**src/rtl/linear_move_interpolator_assert.svh**
```systemverilog
// Assertion macros for the linear move interpolator.
`ifndef LINEAR_MOVE_INTERPOLATOR_ASSERT_SVH
`define LINEAR_MOVE_INTERPOLATOR_ASSERT_SVH
`ifndef SYNTHESIS
`define LMI_ASSERT(lbl, prop, msg) \
   lbl: assert property (@(posedge clock) disable iff (reset) prop) else $error(msg);
`define LMI_ASSERT_ALWAYS(lbl, prop, msg) \
   lbl: assert property (@(posedge clock) prop) else $error(msg);
`else
`define LMI_ASSERT(lbl, prop, msg)
`define LMI_ASSERT_ALWAYS(lbl, prop, msg)
`endif
`endif

```
**src/rtl/lmi_pkg.sv**
```systemverilog
// Shared types and constants of the linear move interpolator.
package lmi_pkg;
   localparam int FRAC_BITS = 8;
   localparam int COORD_W   = 19;
   localparam int DIFF_W    = COORD_W + 1;
   localparam int STEP_W    = COORD_W + 2;
   localparam int SQ_W      = 40;
   localparam int SCALE_W   = 20;
   localparam int PROD_W    = SQ_W + SCALE_W;
   localparam int ROOT_W    = PROD_W / 2;
   localparam int DIV_W     = 32;
   localparam int LEN_W     = 6;
   localparam int REG_W     = 10;
   localparam int REACH_W   = 11;
   localparam int MODE_W    = 2;
   localparam int CSR_IDX_W = 1;

   localparam logic [MODE_W-1:0] MODE_TICK = 2'd0;
   localparam logic [MODE_W-1:0] MODE_GOAL = 2'd1;
   localparam logic [MODE_W-1:0] MODE_JUMP = 2'd2;

   localparam logic [CSR_IDX_W-1:0] CSR_SPEED = 1'd0;
   localparam logic [CSR_IDX_W-1:0] CSR_SLICE = 1'd1;

   localparam logic [REG_W-1:0]   SPEED_RST  = 10'd100;
   localparam logic [REG_W-1:0]   SLICE_RST  = 10'd20;
   localparam logic [SCALE_W-1:0] SCALE      = 20'd1000000;
   localparam logic [SQ_W-1:0]    NEAR_LIMIT = SQ_W'(1) << (2 * FRAC_BITS);

   localparam logic [LEN_W-1:0] DIV_LEN_WIDE = LEN_W'(ROOT_W);
   localparam logic [LEN_W-1:0] DIV_LEN_STEP = LEN_W'(DIFF_W);

   typedef struct packed {
      logic [DIV_W-1:0] dividend;
      logic [DIV_W-1:0] divisor;
      logic [LEN_W-1:0] len;
   } div_req_type;

   typedef enum logic [3:0] {
      ST_IDLE,
      ST_SQUARE,
      ST_CHECK,
      ST_SCALE,
      ST_ROOT,
      ST_DIV_T,
      ST_DIV_N,
      ST_DIV_STEP,
      ST_EMIT
   } state_type;
endpackage

```
**src/rtl/linear_move_interpolator.sv**
```systemverilog
// Three-axis straight-line move interpolator.
// Input channel req_: one word per tick, req_mode selects tick, set goal or
// jump; the goal fields are read for set goal and jump.
// Result channel rsp_: at most one word per input word, the commanded point,
// the time to reach it and a flag for a jump.
// Configuration port csr_: speed (index 0) and slice time (index 1), to be
// written while the block is idle; the block itself does not enforce this.
// A set-goal word gives no result. A jump goes straight to the emit state.
// A tick that moves passes through three squares, a check, a shift-add
// scaling, a root and five passes of the bit-serial divider before its
// result goes to the emit state.
// A tick within 1 mm of the goal ends in the check state with no result.
// req_stall is high while a word is being worked on.
// The result waits in an output register; the next word is taken while it
// waits, and a new result holds in the sequencer until the register frees.
// Reset clears position and goal to zero, speed to 100 and slice to 20.
module linear_move_interpolator (
   input  logic                                clock,
   input  logic                                reset,
   input  logic                                req_valid,
   output logic                                req_stall,
   input  logic [lmi_pkg::MODE_W-1:0]          req_mode,
   input  logic signed [lmi_pkg::COORD_W-1:0]  req_goal_x,
   input  logic signed [lmi_pkg::COORD_W-1:0]  req_goal_y,
   input  logic signed [lmi_pkg::COORD_W-1:0]  req_goal_z,
   output logic                                rsp_valid,
   input  logic                                rsp_stall,
   output logic signed [lmi_pkg::COORD_W-1:0]  rsp_cmd_x,
   output logic signed [lmi_pkg::COORD_W-1:0]  rsp_cmd_y,
   output logic signed [lmi_pkg::COORD_W-1:0]  rsp_cmd_z,
   output logic [lmi_pkg::REACH_W-1:0]         rsp_reach_ms,
   output logic                                rsp_direct,
   input  logic                                csr_write_en,
   input  logic [lmi_pkg::CSR_IDX_W-1:0]       csr_index,
   input  logic [lmi_pkg::REG_W-1:0]           csr_data
);
   import lmi_pkg::*;

`include "linear_move_interpolator_assert.svh"

   localparam int MCNT_W = $clog2(SCALE_W);

   function automatic logic signed [COORD_W-1:0] sat_coord(logic signed [STEP_W-1:0] v);
      logic signed [STEP_W-1:0] hi;
      logic signed [STEP_W-1:0] lo;
      hi = STEP_W'((1 << (COORD_W - 1)) - 1);
      lo = -STEP_W'(1 << (COORD_W - 1));
      if (v > hi) return hi[COORD_W-1:0];
      if (v < lo) return lo[COORD_W-1:0];
      return v[COORD_W-1:0];
   endfunction

   state_type                  state_ff, state_in;
   logic [REG_W-1:0]           speed_ff, speed_in;
   logic [REG_W-1:0]           slice_ff, slice_in;
   logic signed [COORD_W-1:0]  pos_ff  [3];
   logic signed [COORD_W-1:0]  pos_in  [3];
   logic signed [COORD_W-1:0]  goal_ff [3];
   logic signed [COORD_W-1:0]  goal_in [3];
   logic signed [DIFF_W-1:0]   diff_ff [3];
   logic signed [DIFF_W-1:0]   diff_in [3];
   logic signed [COORD_W-1:0]  res_ff  [3];
   logic signed [COORD_W-1:0]  res_in  [3];
   logic [1:0]                 axis_ff, axis_in;
   logic [SQ_W-1:0]            sum_ff, sum_in;
   logic [PROD_W-1:0]          mcand_ff, mcand_in;
   logic [SCALE_W-1:0]         mplier_ff, mplier_in;
   logic [PROD_W-1:0]          acc_ff, acc_in;
   logic [MCNT_W-1:0]          mcnt_ff, mcnt_in;
   logic [ROOT_W:0]            n_ff, n_in;
   logic [REACH_W-1:0]         res_reach_ff, res_reach_in;
   logic                       res_direct_ff, res_direct_in;
   logic                       rsp_valid_ff, rsp_valid_in;
   logic signed [COORD_W-1:0]  rsp_cmd_ff [3];
   logic signed [COORD_W-1:0]  rsp_cmd_in [3];
   logic [REACH_W-1:0]         rsp_reach_ff, rsp_reach_in;
   logic                       rsp_direct_ff, rsp_direct_in;

   logic                       accept;
   logic signed [2*DIFF_W-1:0] square;
   logic [REG_W-1:0]           speed_eff;
   logic [REG_W-1:0]           slice_eff;
   logic [ROOT_W-1:0]          move_ms;
   logic [DIFF_W-1:0]          mag;
   logic signed [STEP_W-1:0]   step;
   logic signed [STEP_W-1:0]   next_pos;
   logic                       root_start, root_done;
   logic [ROOT_W-1:0]          root;
   logic                       div_start, div_done;
   div_req_type                div_req;
   logic [DIV_W-1:0]           quotient;

   lmi_isqrt u_isqrt (
      .clock    (clock),
      .reset    (reset),
      .start    (root_start),
      .radicand (acc_in),
      .done     (root_done),
      .root     (root)
   );

   lmi_div u_div (
      .clock    (clock),
      .reset    (reset),
      .start    (div_start),
      .req      (div_req),
      .done     (div_done),
      .quotient (quotient)
   );

   assign req_stall = state_ff != ST_IDLE;
   assign accept    = req_valid && !req_stall;
   assign speed_eff = (speed_ff == '0) ? REG_W'(1) : speed_ff;
   assign slice_eff = (slice_ff == '0) ? REG_W'(1) : slice_ff;
   assign square    = diff_ff[axis_ff] * diff_ff[axis_ff];
   assign move_ms   = (quotient[ROOT_W-1:0] != '0) ? quotient[ROOT_W-1:0] - 1'b1 : '0;

   always_comb begin
      state_in      = state_ff;
      speed_in      = speed_ff;
      slice_in      = slice_ff;
      pos_in        = pos_ff;
      goal_in       = goal_ff;
      diff_in       = diff_ff;
      res_in        = res_ff;
      axis_in       = axis_ff;
      sum_in        = sum_ff;
      mcand_in      = mcand_ff;
      mplier_in     = mplier_ff;
      acc_in        = acc_ff;
      mcnt_in       = mcnt_ff;
      n_in          = n_ff;
      res_reach_in  = res_reach_ff;
      res_direct_in = res_direct_ff;
      rsp_valid_in  = rsp_valid_ff && rsp_stall;
      rsp_cmd_in    = rsp_cmd_ff;
      rsp_reach_in  = rsp_reach_ff;
      rsp_direct_in = rsp_direct_ff;
      root_start    = 1'b0;
      div_start     = 1'b0;
      div_req       = '0;
      mag           = '0;
      step          = '0;
      next_pos      = '0;

      if (csr_write_en) begin
         case (csr_index)
            CSR_SPEED: speed_in = csr_data;
            CSR_SLICE: slice_in = csr_data;
            default: ;
         endcase
      end

      case (state_ff)
         ST_IDLE: begin
            if (accept) begin
               case (req_mode)
                  MODE_GOAL: begin
                     goal_in[0] = req_goal_x;
                     goal_in[1] = req_goal_y;
                     goal_in[2] = req_goal_z;
                  end
                  MODE_JUMP: begin
                     goal_in[0]    = req_goal_x;
                     goal_in[1]    = req_goal_y;
                     goal_in[2]    = req_goal_z;
                     pos_in        = goal_in;
                     res_in        = goal_in;
                     res_reach_in  = '0;
                     res_direct_in = 1'b1;
                     state_in      = ST_EMIT;
                  end
                  MODE_TICK: begin
                     for (int i = 0; i < 3; i++) begin
                        diff_in[i] = DIFF_W'(goal_ff[i]) - DIFF_W'(pos_ff[i]);
                     end
                     sum_in   = '0;
                     axis_in  = '0;
                     state_in = ST_SQUARE;
                  end
                  default: ;
               endcase
            end
         end
         ST_SQUARE: begin
            sum_in = sum_ff + SQ_W'($unsigned(square));
            if (axis_ff == 2'd2) begin
               state_in = ST_CHECK;
            end else begin
               axis_in = axis_ff + 1'b1;
            end
         end
         ST_CHECK: begin
            if (sum_ff <= NEAR_LIMIT) begin
               state_in = ST_IDLE;
            end else begin
               mcand_in  = PROD_W'(sum_ff);
               mplier_in = SCALE;
               acc_in    = '0;
               mcnt_in   = MCNT_W'(SCALE_W - 1);
               state_in  = ST_SCALE;
            end
         end
         ST_SCALE: begin
            // shift-add: one bit of the scale constant a cycle
            acc_in    = mplier_ff[0] ? acc_ff + mcand_ff : acc_ff;
            mcand_in  = {mcand_ff[PROD_W-2:0], 1'b0};
            mplier_in = {1'b0, mplier_ff[SCALE_W-1:1]};
            mcnt_in   = mcnt_ff - 1'b1;
            if (mcnt_ff == '0) begin
               root_start = 1'b1;
               state_in   = ST_ROOT;
            end
         end
         ST_ROOT: begin
            if (root_done) begin
               div_start        = 1'b1;
               div_req.dividend = {root, {(DIV_W - ROOT_W){1'b0}}};
               div_req.divisor  = DIV_W'(speed_eff) << FRAC_BITS;
               div_req.len      = DIV_LEN_WIDE;
               state_in         = ST_DIV_T;
            end
         end
         ST_DIV_T: begin
            if (div_done) begin
               div_start        = 1'b1;
               div_req.dividend = {move_ms, {(DIV_W - ROOT_W){1'b0}}};
               div_req.divisor  = DIV_W'(slice_eff);
               div_req.len      = DIV_LEN_WIDE;
               state_in         = ST_DIV_N;
            end
         end
         ST_DIV_N: begin
            if (div_done) begin
               n_in             = (ROOT_W + 1)'(quotient[ROOT_W-1:0]) + 1'b1;
               axis_in          = '0;
               mag              = diff_ff[0][DIFF_W-1] ? DIFF_W'(-diff_ff[0]) : DIFF_W'(diff_ff[0]);
               div_start        = 1'b1;
               div_req.dividend = {mag, {(DIV_W - DIFF_W){1'b0}}};
               div_req.divisor  = DIV_W'(n_in);
               div_req.len      = DIV_LEN_STEP;
               state_in         = ST_DIV_STEP;
            end
         end
         ST_DIV_STEP: begin
            if (div_done) begin
               step = diff_ff[axis_ff][DIFF_W-1] ? -STEP_W'(quotient[DIFF_W-1:0])
                                                 : STEP_W'(quotient[DIFF_W-1:0]);
               next_pos = STEP_W'(pos_ff[axis_ff]) + step;
               pos_in[axis_ff] = next_pos[COORD_W-1:0];
               res_in[axis_ff] = (n_ff != (ROOT_W + 1)'(1)) ? sat_coord(next_pos + step)
                                                           : next_pos[COORD_W-1:0];
               if (axis_ff == 2'd2) begin
                  res_reach_in  = (n_ff != (ROOT_W + 1)'(1)) ? {slice_eff, 1'b0}
                                                             : REACH_W'(slice_eff);
                  res_direct_in = 1'b0;
                  state_in      = ST_EMIT;
               end else begin
                  axis_in          = axis_ff + 1'b1;
                  mag              = diff_ff[axis_in][DIFF_W-1] ? DIFF_W'(-diff_ff[axis_in])
                                                                : DIFF_W'(diff_ff[axis_in]);
                  div_start        = 1'b1;
                  div_req.dividend = {mag, {(DIV_W - DIFF_W){1'b0}}};
                  div_req.divisor  = DIV_W'(n_ff);
                  div_req.len      = DIV_LEN_STEP;
               end
            end
         end
         ST_EMIT: begin
            // hold until the output register is free
            if (!rsp_valid_ff || !rsp_stall) begin
               rsp_valid_in  = 1'b1;
               rsp_cmd_in    = res_ff;
               rsp_reach_in  = res_reach_ff;
               rsp_direct_in = res_direct_ff;
               state_in      = ST_IDLE;
            end
         end
         default: state_in = ST_IDLE;
      endcase
   end

   always_ff @(posedge clock) begin
      if (reset) begin
         state_ff     <= ST_IDLE;
         speed_ff     <= SPEED_RST;
         slice_ff     <= SLICE_RST;
         rsp_valid_ff <= 1'b0;
         for (int i = 0; i < 3; i++) begin
            pos_ff[i]  <= '0;
            goal_ff[i] <= '0;
         end
      end else begin
         state_ff     <= state_in;
         speed_ff     <= speed_in;
         slice_ff     <= slice_in;
         rsp_valid_ff <= rsp_valid_in;
         pos_ff       <= pos_in;
         goal_ff      <= goal_in;
      end
      diff_ff       <= diff_in;
      res_ff        <= res_in;
      axis_ff       <= axis_in;
      sum_ff        <= sum_in;
      mcand_ff      <= mcand_in;
      mplier_ff     <= mplier_in;
      acc_ff        <= acc_in;
      mcnt_ff       <= mcnt_in;
      n_ff          <= n_in;
      res_reach_ff  <= res_reach_in;
      res_direct_ff <= res_direct_in;
      rsp_cmd_ff    <= rsp_cmd_in;
      rsp_reach_ff  <= rsp_reach_in;
      rsp_direct_ff <= rsp_direct_in;
   end

   assign rsp_valid    = rsp_valid_ff;
   assign rsp_cmd_x    = rsp_cmd_ff[0];
   assign rsp_cmd_y    = rsp_cmd_ff[1];
   assign rsp_cmd_z    = rsp_cmd_ff[2];
   assign rsp_reach_ms = rsp_reach_ff;
   assign rsp_direct   = rsp_direct_ff;

   `LMI_ASSERT_ALWAYS(a_reset_drops_word, reset |=> !rsp_valid, "result word after reset")
   `LMI_ASSERT(a_jump_zero_time, rsp_valid && rsp_direct |-> rsp_reach_ms == '0,
               "jump word with nonzero time")
   `LMI_ASSERT(a_move_has_time, rsp_valid && !rsp_direct |-> rsp_reach_ms != '0,
               "move word with zero time")
   `LMI_ASSERT(a_word_from_emit, rsp_valid && !$past(rsp_valid) |-> $past(state_ff == ST_EMIT),
               "result word raised outside emit")
endmodule

```
**src/rtl/lmi_div.sv**
```systemverilog
// Bit-serial restoring divider, one quotient bit per cycle.
module lmi_div (
   input  logic                       clock,
   input  logic                       reset,
   input  logic                       start,
   input  lmi_pkg::div_req_type       req,
   output logic                       done,
   output logic [lmi_pkg::DIV_W-1:0]  quotient
);
   import lmi_pkg::*;

   logic               busy_ff, busy_in;
   logic               done_ff, done_in;
   logic [LEN_W-1:0]   cnt_ff, cnt_in;
   logic [DIV_W-1:0]   rem_ff, rem_in;
   logic [DIV_W-1:0]   quo_ff, quo_in;
   logic [DIV_W-1:0]   dvs_ff, dvs_in;
   logic [DIV_W:0]     part;
   logic [DIV_W:0]     diff;
   logic               fits;

   always_comb begin
      part    = {rem_ff, quo_ff[DIV_W-1]};
      diff    = part - {1'b0, dvs_ff};
      fits    = part >= {1'b0, dvs_ff};
      busy_in = busy_ff;
      done_in = 1'b0;
      cnt_in  = cnt_ff;
      rem_in  = rem_ff;
      quo_in  = quo_ff;
      dvs_in  = dvs_ff;
      if (start) begin
         busy_in = 1'b1;
         cnt_in  = req.len;
         rem_in  = '0;
         quo_in  = req.dividend;
         dvs_in  = req.divisor;
      end else if (busy_ff) begin
         rem_in = fits ? diff[DIV_W-1:0] : part[DIV_W-1:0];
         quo_in = {quo_ff[DIV_W-2:0], fits};
         cnt_in = cnt_ff - 1'b1;
         if (cnt_ff == LEN_W'(1)) begin
            busy_in = 1'b0;
            done_in = 1'b1;
         end
      end
   end

   always_ff @(posedge clock) begin
      if (reset) begin
         busy_ff <= 1'b0;
         done_ff <= 1'b0;
      end else begin
         busy_ff <= busy_in;
         done_ff <= done_in;
      end
      cnt_ff <= cnt_in;
      rem_ff <= rem_in;
      quo_ff <= quo_in;
      dvs_ff <= dvs_in;
   end

   assign done     = done_ff;
   assign quotient = quo_ff;
endmodule

```
**src/rtl/lmi_isqrt.sv**
```systemverilog
// Digit-serial integer square root, two radicand bits per cycle.
module lmi_isqrt (
   input  logic                        clock,
   input  logic                        reset,
   input  logic                        start,
   input  logic [lmi_pkg::PROD_W-1:0]  radicand,
   output logic                        done,
   output logic [lmi_pkg::ROOT_W-1:0]  root
);
   import lmi_pkg::*;

   localparam int REM_W = ROOT_W + 2;
   localparam int CNT_W = $clog2(ROOT_W + 1);

   logic               busy_ff, busy_in;
   logic               done_ff, done_in;
   logic [CNT_W-1:0]   cnt_ff, cnt_in;
   logic [PROD_W-1:0]  rad_ff, rad_in;
   logic [REM_W-1:0]   rem_ff, rem_in;
   logic [ROOT_W-1:0]  root_ff, root_in;
   logic [REM_W+1:0]   part;
   logic [REM_W+1:0]   trial;
   logic               fits;

   always_comb begin
      part    = {rem_ff, rad_ff[PROD_W-1 -: 2]};
      trial   = {2'b00, root_ff, 2'b01};
      fits    = part >= trial;
      busy_in = busy_ff;
      done_in = 1'b0;
      cnt_in  = cnt_ff;
      rad_in  = rad_ff;
      rem_in  = rem_ff;
      root_in = root_ff;
      if (start) begin
         busy_in = 1'b1;
         cnt_in  = CNT_W'(ROOT_W);
         rad_in  = radicand;
         rem_in  = '0;
         root_in = '0;
      end else if (busy_ff) begin
         rem_in  = fits ? REM_W'(part - trial) : part[REM_W-1:0];
         root_in = {root_ff[ROOT_W-2:0], fits};
         rad_in  = {rad_ff[PROD_W-3:0], 2'b00};
         cnt_in  = cnt_ff - 1'b1;
         if (cnt_ff == CNT_W'(1)) begin
            busy_in = 1'b0;
            done_in = 1'b1;
         end
      end
   end

   always_ff @(posedge clock) begin
      if (reset) begin
         busy_ff <= 1'b0;
         done_ff <= 1'b0;
      end else begin
         busy_ff <= busy_in;
         done_ff <= done_in;
      end
      cnt_ff  <= cnt_in;
      rad_ff  <= rad_in;
      rem_ff  <= rem_in;
      root_ff <= root_in;
   end

   assign done = done_ff;
   assign root = root_ff;
endmodule

```
**config.mk**
```make
export PLATFORM = sky130hd
export DESIGN_NAME = linear_move_interpolator
export DESIGN_NICKNAME = d
export VERILOG_FILES = /design/src/rtl/lmi_pkg.sv /design/src/rtl/linear_move_interpolator.sv /design/src/rtl/lmi_div.sv /design/src/rtl/lmi_isqrt.sv
export VERILOG_INCLUDE_DIRS = /design/src /design/src/rtl
export SDC_FILE = /design/constraint.sdc
export NUM_CORES = 2
export LEC_CHECK = 0
export BUFFER_PORTS_ARGS = -buffer_cell sky130_fd_sc_hd__buf_2
export CAP_MARGIN = 20
export CORE_ASPECT_RATIO = 1.2
export CORE_MARGIN = 2
export CORE_UTILIZATION = 46
export CTS_CLUSTER_SIZE = 28
export DETAILED_ROUTE_END_ITERATION = 10
export SETUP_SLACK_MARGIN = 0.05
export SYNTH_ARGS = -nofsm -noshare
export SYNTH_HDL_FRONTEND = slang
export SYNTH_SLANG_ARGS = --single-unit
```
**constraint.sdc**
```tcl
create_clock -name clock -period 22.4 [get_ports clock]
set_clock_uncertainty 0.2 [all_clocks]
set_input_delay 1.12 -clock clock [delete_from_list [all_inputs] [get_ports clock]]
set_output_delay 1.12 -clock clock [all_outputs]
set_load 0.02 [all_outputs]
```
======== Word-level counts from Yosys, hierarchy flattened ========
Index checks and enable logic that the tools add are counted.
Widths: inputs -> output; s select.
storage, ports and cells
  bits of input ports ..................... 75
  register bits after elaboration ......... 788
  output and inout bits ................... 71
operators by class
  equal/unequal tests ..................... 27
  bitwise logic cells ..................... 5
  multiply operators ...................... 1
  multiplexer cells ....................... 111
  reduce and logical (&&, ||, !) cells .... 36
  magnitude comparators ................... 8
  add/sub/neg operators ................... 18
operator list
  operator              count
  $mux 70               5
  $mux 60               5
  $pmux 70 s4           1
  $pmux 60 s2           2
  $mux 57               4
  $pmux 57 s2           2
  $mux 19               10
  $mux 20               7
  $mux 32               4
  $bwmux 57             2
  $bmux 20 s2           2
  $mux 40               2
  $pmux 40 s2           1
  $sub 32x32->32        2
  $add 60x60->60        1
  $sub 19x19->20        3
  $mux 11               5
  $add 40x40->40        1
  $le 40x17->1 const B  1
  $mul 20x20->40        1
  $neg 20->20           2
  $pmux 20 s2           1
  $bmux 19 s2           1
  $demux 19 s2          1
  60 further kinds      140

======== Depth between registers and ports, before layout ========
  word-level depth ........................ 22
  mapped depth ............................ 34
  depth with buffers taken out ............ 30

======== By module ========
From an unflattened synthesis, not the netlist that was laid out.
unflattened totals
  cells, all modules ...................... 6396
  area total of the unflattened synthesis .. 60384.2 um^2
modules (own cells, without submodules)
  module                    cells each  instances  seq. area each (um^2)  area each (um^2)
  linear_move_interpolator  5133        1          14674.1                47339.2
  lmi_isqrt                 687         1          3183.1                 6945.4
  lmi_div                   576         1          2782.7                 6099.6

======== Least setup slack after synthesis ========
No wires, ideal clock.
  kind .................................... register to register
  start ................................... reg sum_ff[5]
  end ..................................... reg u_isqrt.rad_ff[29] (data pin)
  cell stages (with the launch flop) ...... 10
  data required time ...................... 21.940 ns
  library setup time ...................... 0.260 ns
  arrival time ............................ 8.620 ns
  buffers on the path ..................... 0
  path slack .............................. 13.320 ns
  clock period less this slack ............ 9.080 ns
  path through ............................ edfxtp_1 nor4_1 a41oi_1 or3_1 nor2_1 nor3_1 o21ai_1 and2_1 a211o_1 mux2_2
between the ends
  longest elaborated chain between the ends .. 4
ends and longest elaborated chain
  what                    line                             RTL
  start, declared         linear_move_interpolator.sv:65   logic [SQ_W-1:0] sum_ff, sum_in;
  start signal, assigned  linear_move_interpolator.sv:304  sum_ff <= sum_in;
  $le 40x17->1            linear_move_interpolator.sv:194  if (sum_ff <= NEAR_LIMIT) begin
  $mux 60                 linear_move_interpolator.sv:194
  $pmux 60 s2             linear_move_interpolator.sv:154  case (state_ff)
  via acc_in[29]          linear_move_interpolator.sv:68   logic [PROD_W-1:0] acc_ff, acc_in;
  $mux 60                 lmi_isqrt.sv:35                  if (start) begin
  via u_isqrt.rad_in[29]  lmi_isqrt.sv:18                  logic [PROD_W-1:0] rad_ff, rad_in;
  end signal, assigned    lmi_isqrt.sv:62                  rad_ff <= rad_in;
  end, declared           lmi_isqrt.sv:18
The timed path passes the listed nets, and every way through them passes these cells.
A chain may end at the register's enable or synchronous reset.

======== Final worst setup path ========
  start ................................... reg axis_ff[0]
  end ..................................... reg sum_ff[38] (data pin)
between the ends
  longest elaborated chain between the ends .. 7
ends and longest elaborated chain
  what                                         line                             RTL
  start, declared                              linear_move_interpolator.sv:64   logic [1:0] axis_ff, axis_in;
  start signal, assigned                       linear_move_interpolator.sv:303  axis_ff <= axis_in;
  $not 2->3 (not written as such)              linear_move_interpolator.sv:115  assign square = diff_ff[axis_ff] * diff_ff[axis_ff];
  $bmux 20 s2                                  linear_move_interpolator.sv:115
  $mux 20 (not written as such) (2 in series)  linear_move_interpolator.sv:115
  $mul 20x20->40                               linear_move_interpolator.sv:115
  $add 40x40->40                               linear_move_interpolator.sv:186  sum_in = sum_ff + SQ_W'($unsigned(square));
  $pmux 40 s2                                  linear_move_interpolator.sv:154
Every way passes these cells. The select of a mux whose other input is x is not followed.

==> metrics.cfg <==
[clocking]
htree_levels=3
clkSlewWorstSetupHoldPaths_ns=0.07
postCtsHoldBufs=0
clock_sinks=787
cts-root-buf=clkbuf_16
cts_buffer_depth=3
cts_inserted_buffers=89
cts_tree=yes
post_cts_buffers=0
clk_latency_ns=0.73
cts-resized-gates=0

[setup_path]
cp_slowest_cell=a21oi_1
crit_required_ns=22.65
r2r-end=sum_ff[38]
start_kind=flip-flop
timing.critical_path.buf_inv=6
end_kind=flip-flop
reg2reg_depth=27
r2r_start=axis_ff[0]
critical_path_depth=27
cpPeakStageDelay_ns=0.93
crit_type=reg -> reg
crit_start=axis_ff[0]
cp_data_arrival_time_ns=10.69
r2r_setup_slack_ns=11.96
cp_top_family=adder cells
cp_max_fo=48
crit_top_cell=fa_1
crit_path_end=sum_ff[38]

[timing]
tightest_slew_ns=1.14
totalNegativeSetupSlack_ns=0
setup_violations=0
relSlewSlack=0.239
rsz0062_at_grt=no
finalCriticalPeriod_ns=10.44
max_freq_mhz=95.8
finalCritPeriodShare=0.466
hold_viol=0
final_max_slew_viol_count=0

[logic_synthesis]
synth_edf_count=485
ys_async_sr_fraction=0
syn_area_mm2=0.0599
postSynthCellCount=6439
synth_area_per_cell_um2=9.30
synth_commonest_cells=nand2_1, inv_1, nor2_1
synthFlopType=edfxtp_1
ys_seq_elements=787
synth_top_area_frac=0.243
seq_area_frac_synth=0.344
synthesis.nets=7327
yosysWarnings=0
synth.most_common_cell=nand2_1
synth_area_leaders=edfxtp_1, fa_1, dfxtp_1
yosysUniqueCellTypes=89
yosysTopAreaCell=edfxtp_1

[floorplan]
core_area_mm2=0.130
die_area_mm2=0.133
die_w_um=333
die_h_um=399
start_util=0.462
rows=145
io_pins=146

[drt]
wire_per_inst_um=20.9
wl_mm=172
drtIter0Drc=3270
ant_nets=0
drcViolationCount=0
viasPerCell=5.66
drt_first_pass_iters=6
vias=46530

[finish]
drive_gt1_frac=0.0682
multi_input_area_mm2=0.0353
nets=7335
syn2layout_area_growth_pct=8.90
seqCellArea_mm2=0.0206
fillers=12045

[worst_hold_path]
hp-start=res_ff[52]
hold_path.class=reg -> reg

[place]
gp_congestion=0.926
io_buffers=145
dp_hpwl_mm=130

[outcome]
outcome=complete, no violations

[grt]
grt.overflow.total=0
grt_max_degree=109
antenna_found_initial=4
grt_first_pass_wirelength_mm=268
track_usage=0.259
grt_pass1_vias=46953

[flow_run]
max_cap_violations=0

[worst min-delay path by stage]
stage | slack [ns] | end | cells after the start
after floorplan | 0.20 | rsp_cmd_x[0] | 0
after global placement | 0.20 | rsp_cmd_z[0] | 0
after detailed placement | 0.20 | rsp_cmd_y[18] | 0
after CTS | 0.22 | rsp_cmd_y[6] | 0
after global routing | 0.22 | rsp_cmd_y[17] | 0
final | 0.21 | rsp_cmd_x[14] | 0
[routing by layer]
layer  part of all wire  global-route usage  wire length (um)  vias up
met4              0.045               0.113              7780        4
met1               0.42               0.336             72800    22758
li1                   -                   -                 -    22009
met5            0.00014                   0                24        -
met3              0.058              0.0350              9960      372
met2               0.47               0.434             81200     1387
[kinds of logic (layout without fill, tap and decap cells)]
kind of cell | count (synthesis) | count (layout) | synth area share
simple gates | 1866 | 1866 | 0.137
compound gates | 1433 | 1433 | 0.152
buf+inv | 1070 | 1155 | 0.0679
fa+ha+maj | 813 | 813 | 0.226
flops | 787 | 787 | 0.344
xor+xnor | 333 | 333 | 0.0487
mux | 137 | 137 | 0.0237
other cells | 0 | 2 | 0
[layout make-up]
type | instances | share of cell area
multi-input cells | 4582 | 0.542
flip-flops and latches | 787 | 0.316
inverters | 779 | 0.0448
clock buffers | 129 | 0.0399
well taps | 1690 | 0.0324
repair buffers | 208 | 0.0187
clock inverters | 39 | 0.00610
diodes | 2 | 0.0000767
[worst register-to-register path, cell delays in order (launching register included)]
cell,delay (ns)
edfxtp_1,0.88
buf_4,0.73
nor2_4,0.04
buf_4,0.30
a21oi_1,0.93
inv_1,0.67
nand2_1,0.31
fa_1,0.43
inv_1,0.08
fa_1,0.43
fa_1,0.52
fa_1,0.54
fa_1,0.52
fa_1,0.56
inv_1,0.06
fa_1,0.53
inv_1,0.04
ha_1,0.37
a21o_1,0.24
a21o_1,0.18
a21o_1,0.17
a211oi_1,0.24
o221ai_1,0.17
a22oi_1,0.32
nand3_1,0.21
a31oi_1,0.26
nor3_1,0.07
o21a_1,0.17
[layout by cell type (no fill, tap or decap), drive strengths merged, types with 129 or more instances in the layout]
| cell type | netlist | final |
|---|---|---|
| xor2 | 132 | 132 |
| xnor2 | 201 | 201 |
| nand2 | 784 | 784 |
| ha | 368 | 368 |
| buf | 39 | 208 |
| a21oi | 429 | 429 |
| o21ai | 301 | 301 |
| dfxtp | 302 | 302 |
| fa | 445 | 445 |
| clkbuf | 252 | 129 |
| edfxtp | 485 | 485 |
| inv | 772 | 782 |
| nor2 | 579 | 579 |
[stage by stage]
step | hold slack, ns | cells | instance area, um2 | worst slack [ns] | utilization
2_1_floorplan | 0.200 | 6439 | 59900 | 13.32 | -
3_3_place_gp | 0.201 | 8043 | 62200 | 12.29 | 0.479
3_5_place_dp | 0.205 | 8044 | 62200 | 11.99 | 0.479
4_1_cts | 0.217 | 8212 | 65200 | 11.98 | 0.502
5_1_grt | 0.220 | 8214 | 65200 | 11.44 | 0.503
6_report | 0.213 | 8216 | 65200 | 11.96 | 0.503
[registers in the layout, summed over array words and instances (netlist names), 31 cells and up]
register        count
res_ff             57
u_div.dvs_ff       31
u_isqrt.rem_ff     32
goal_ff            57
u_div.rem_ff       32
n_ff               31
mcand_ff           60
sum_ff             40
diff_ff            60
u_div.quotient     32
pos_ff             57
u_isqrt.rad_ff     60
acc_ff             60
Power is not shown: default switching activity piles up to over one toggle a cycle in this logic, so the estimate is an artifact.
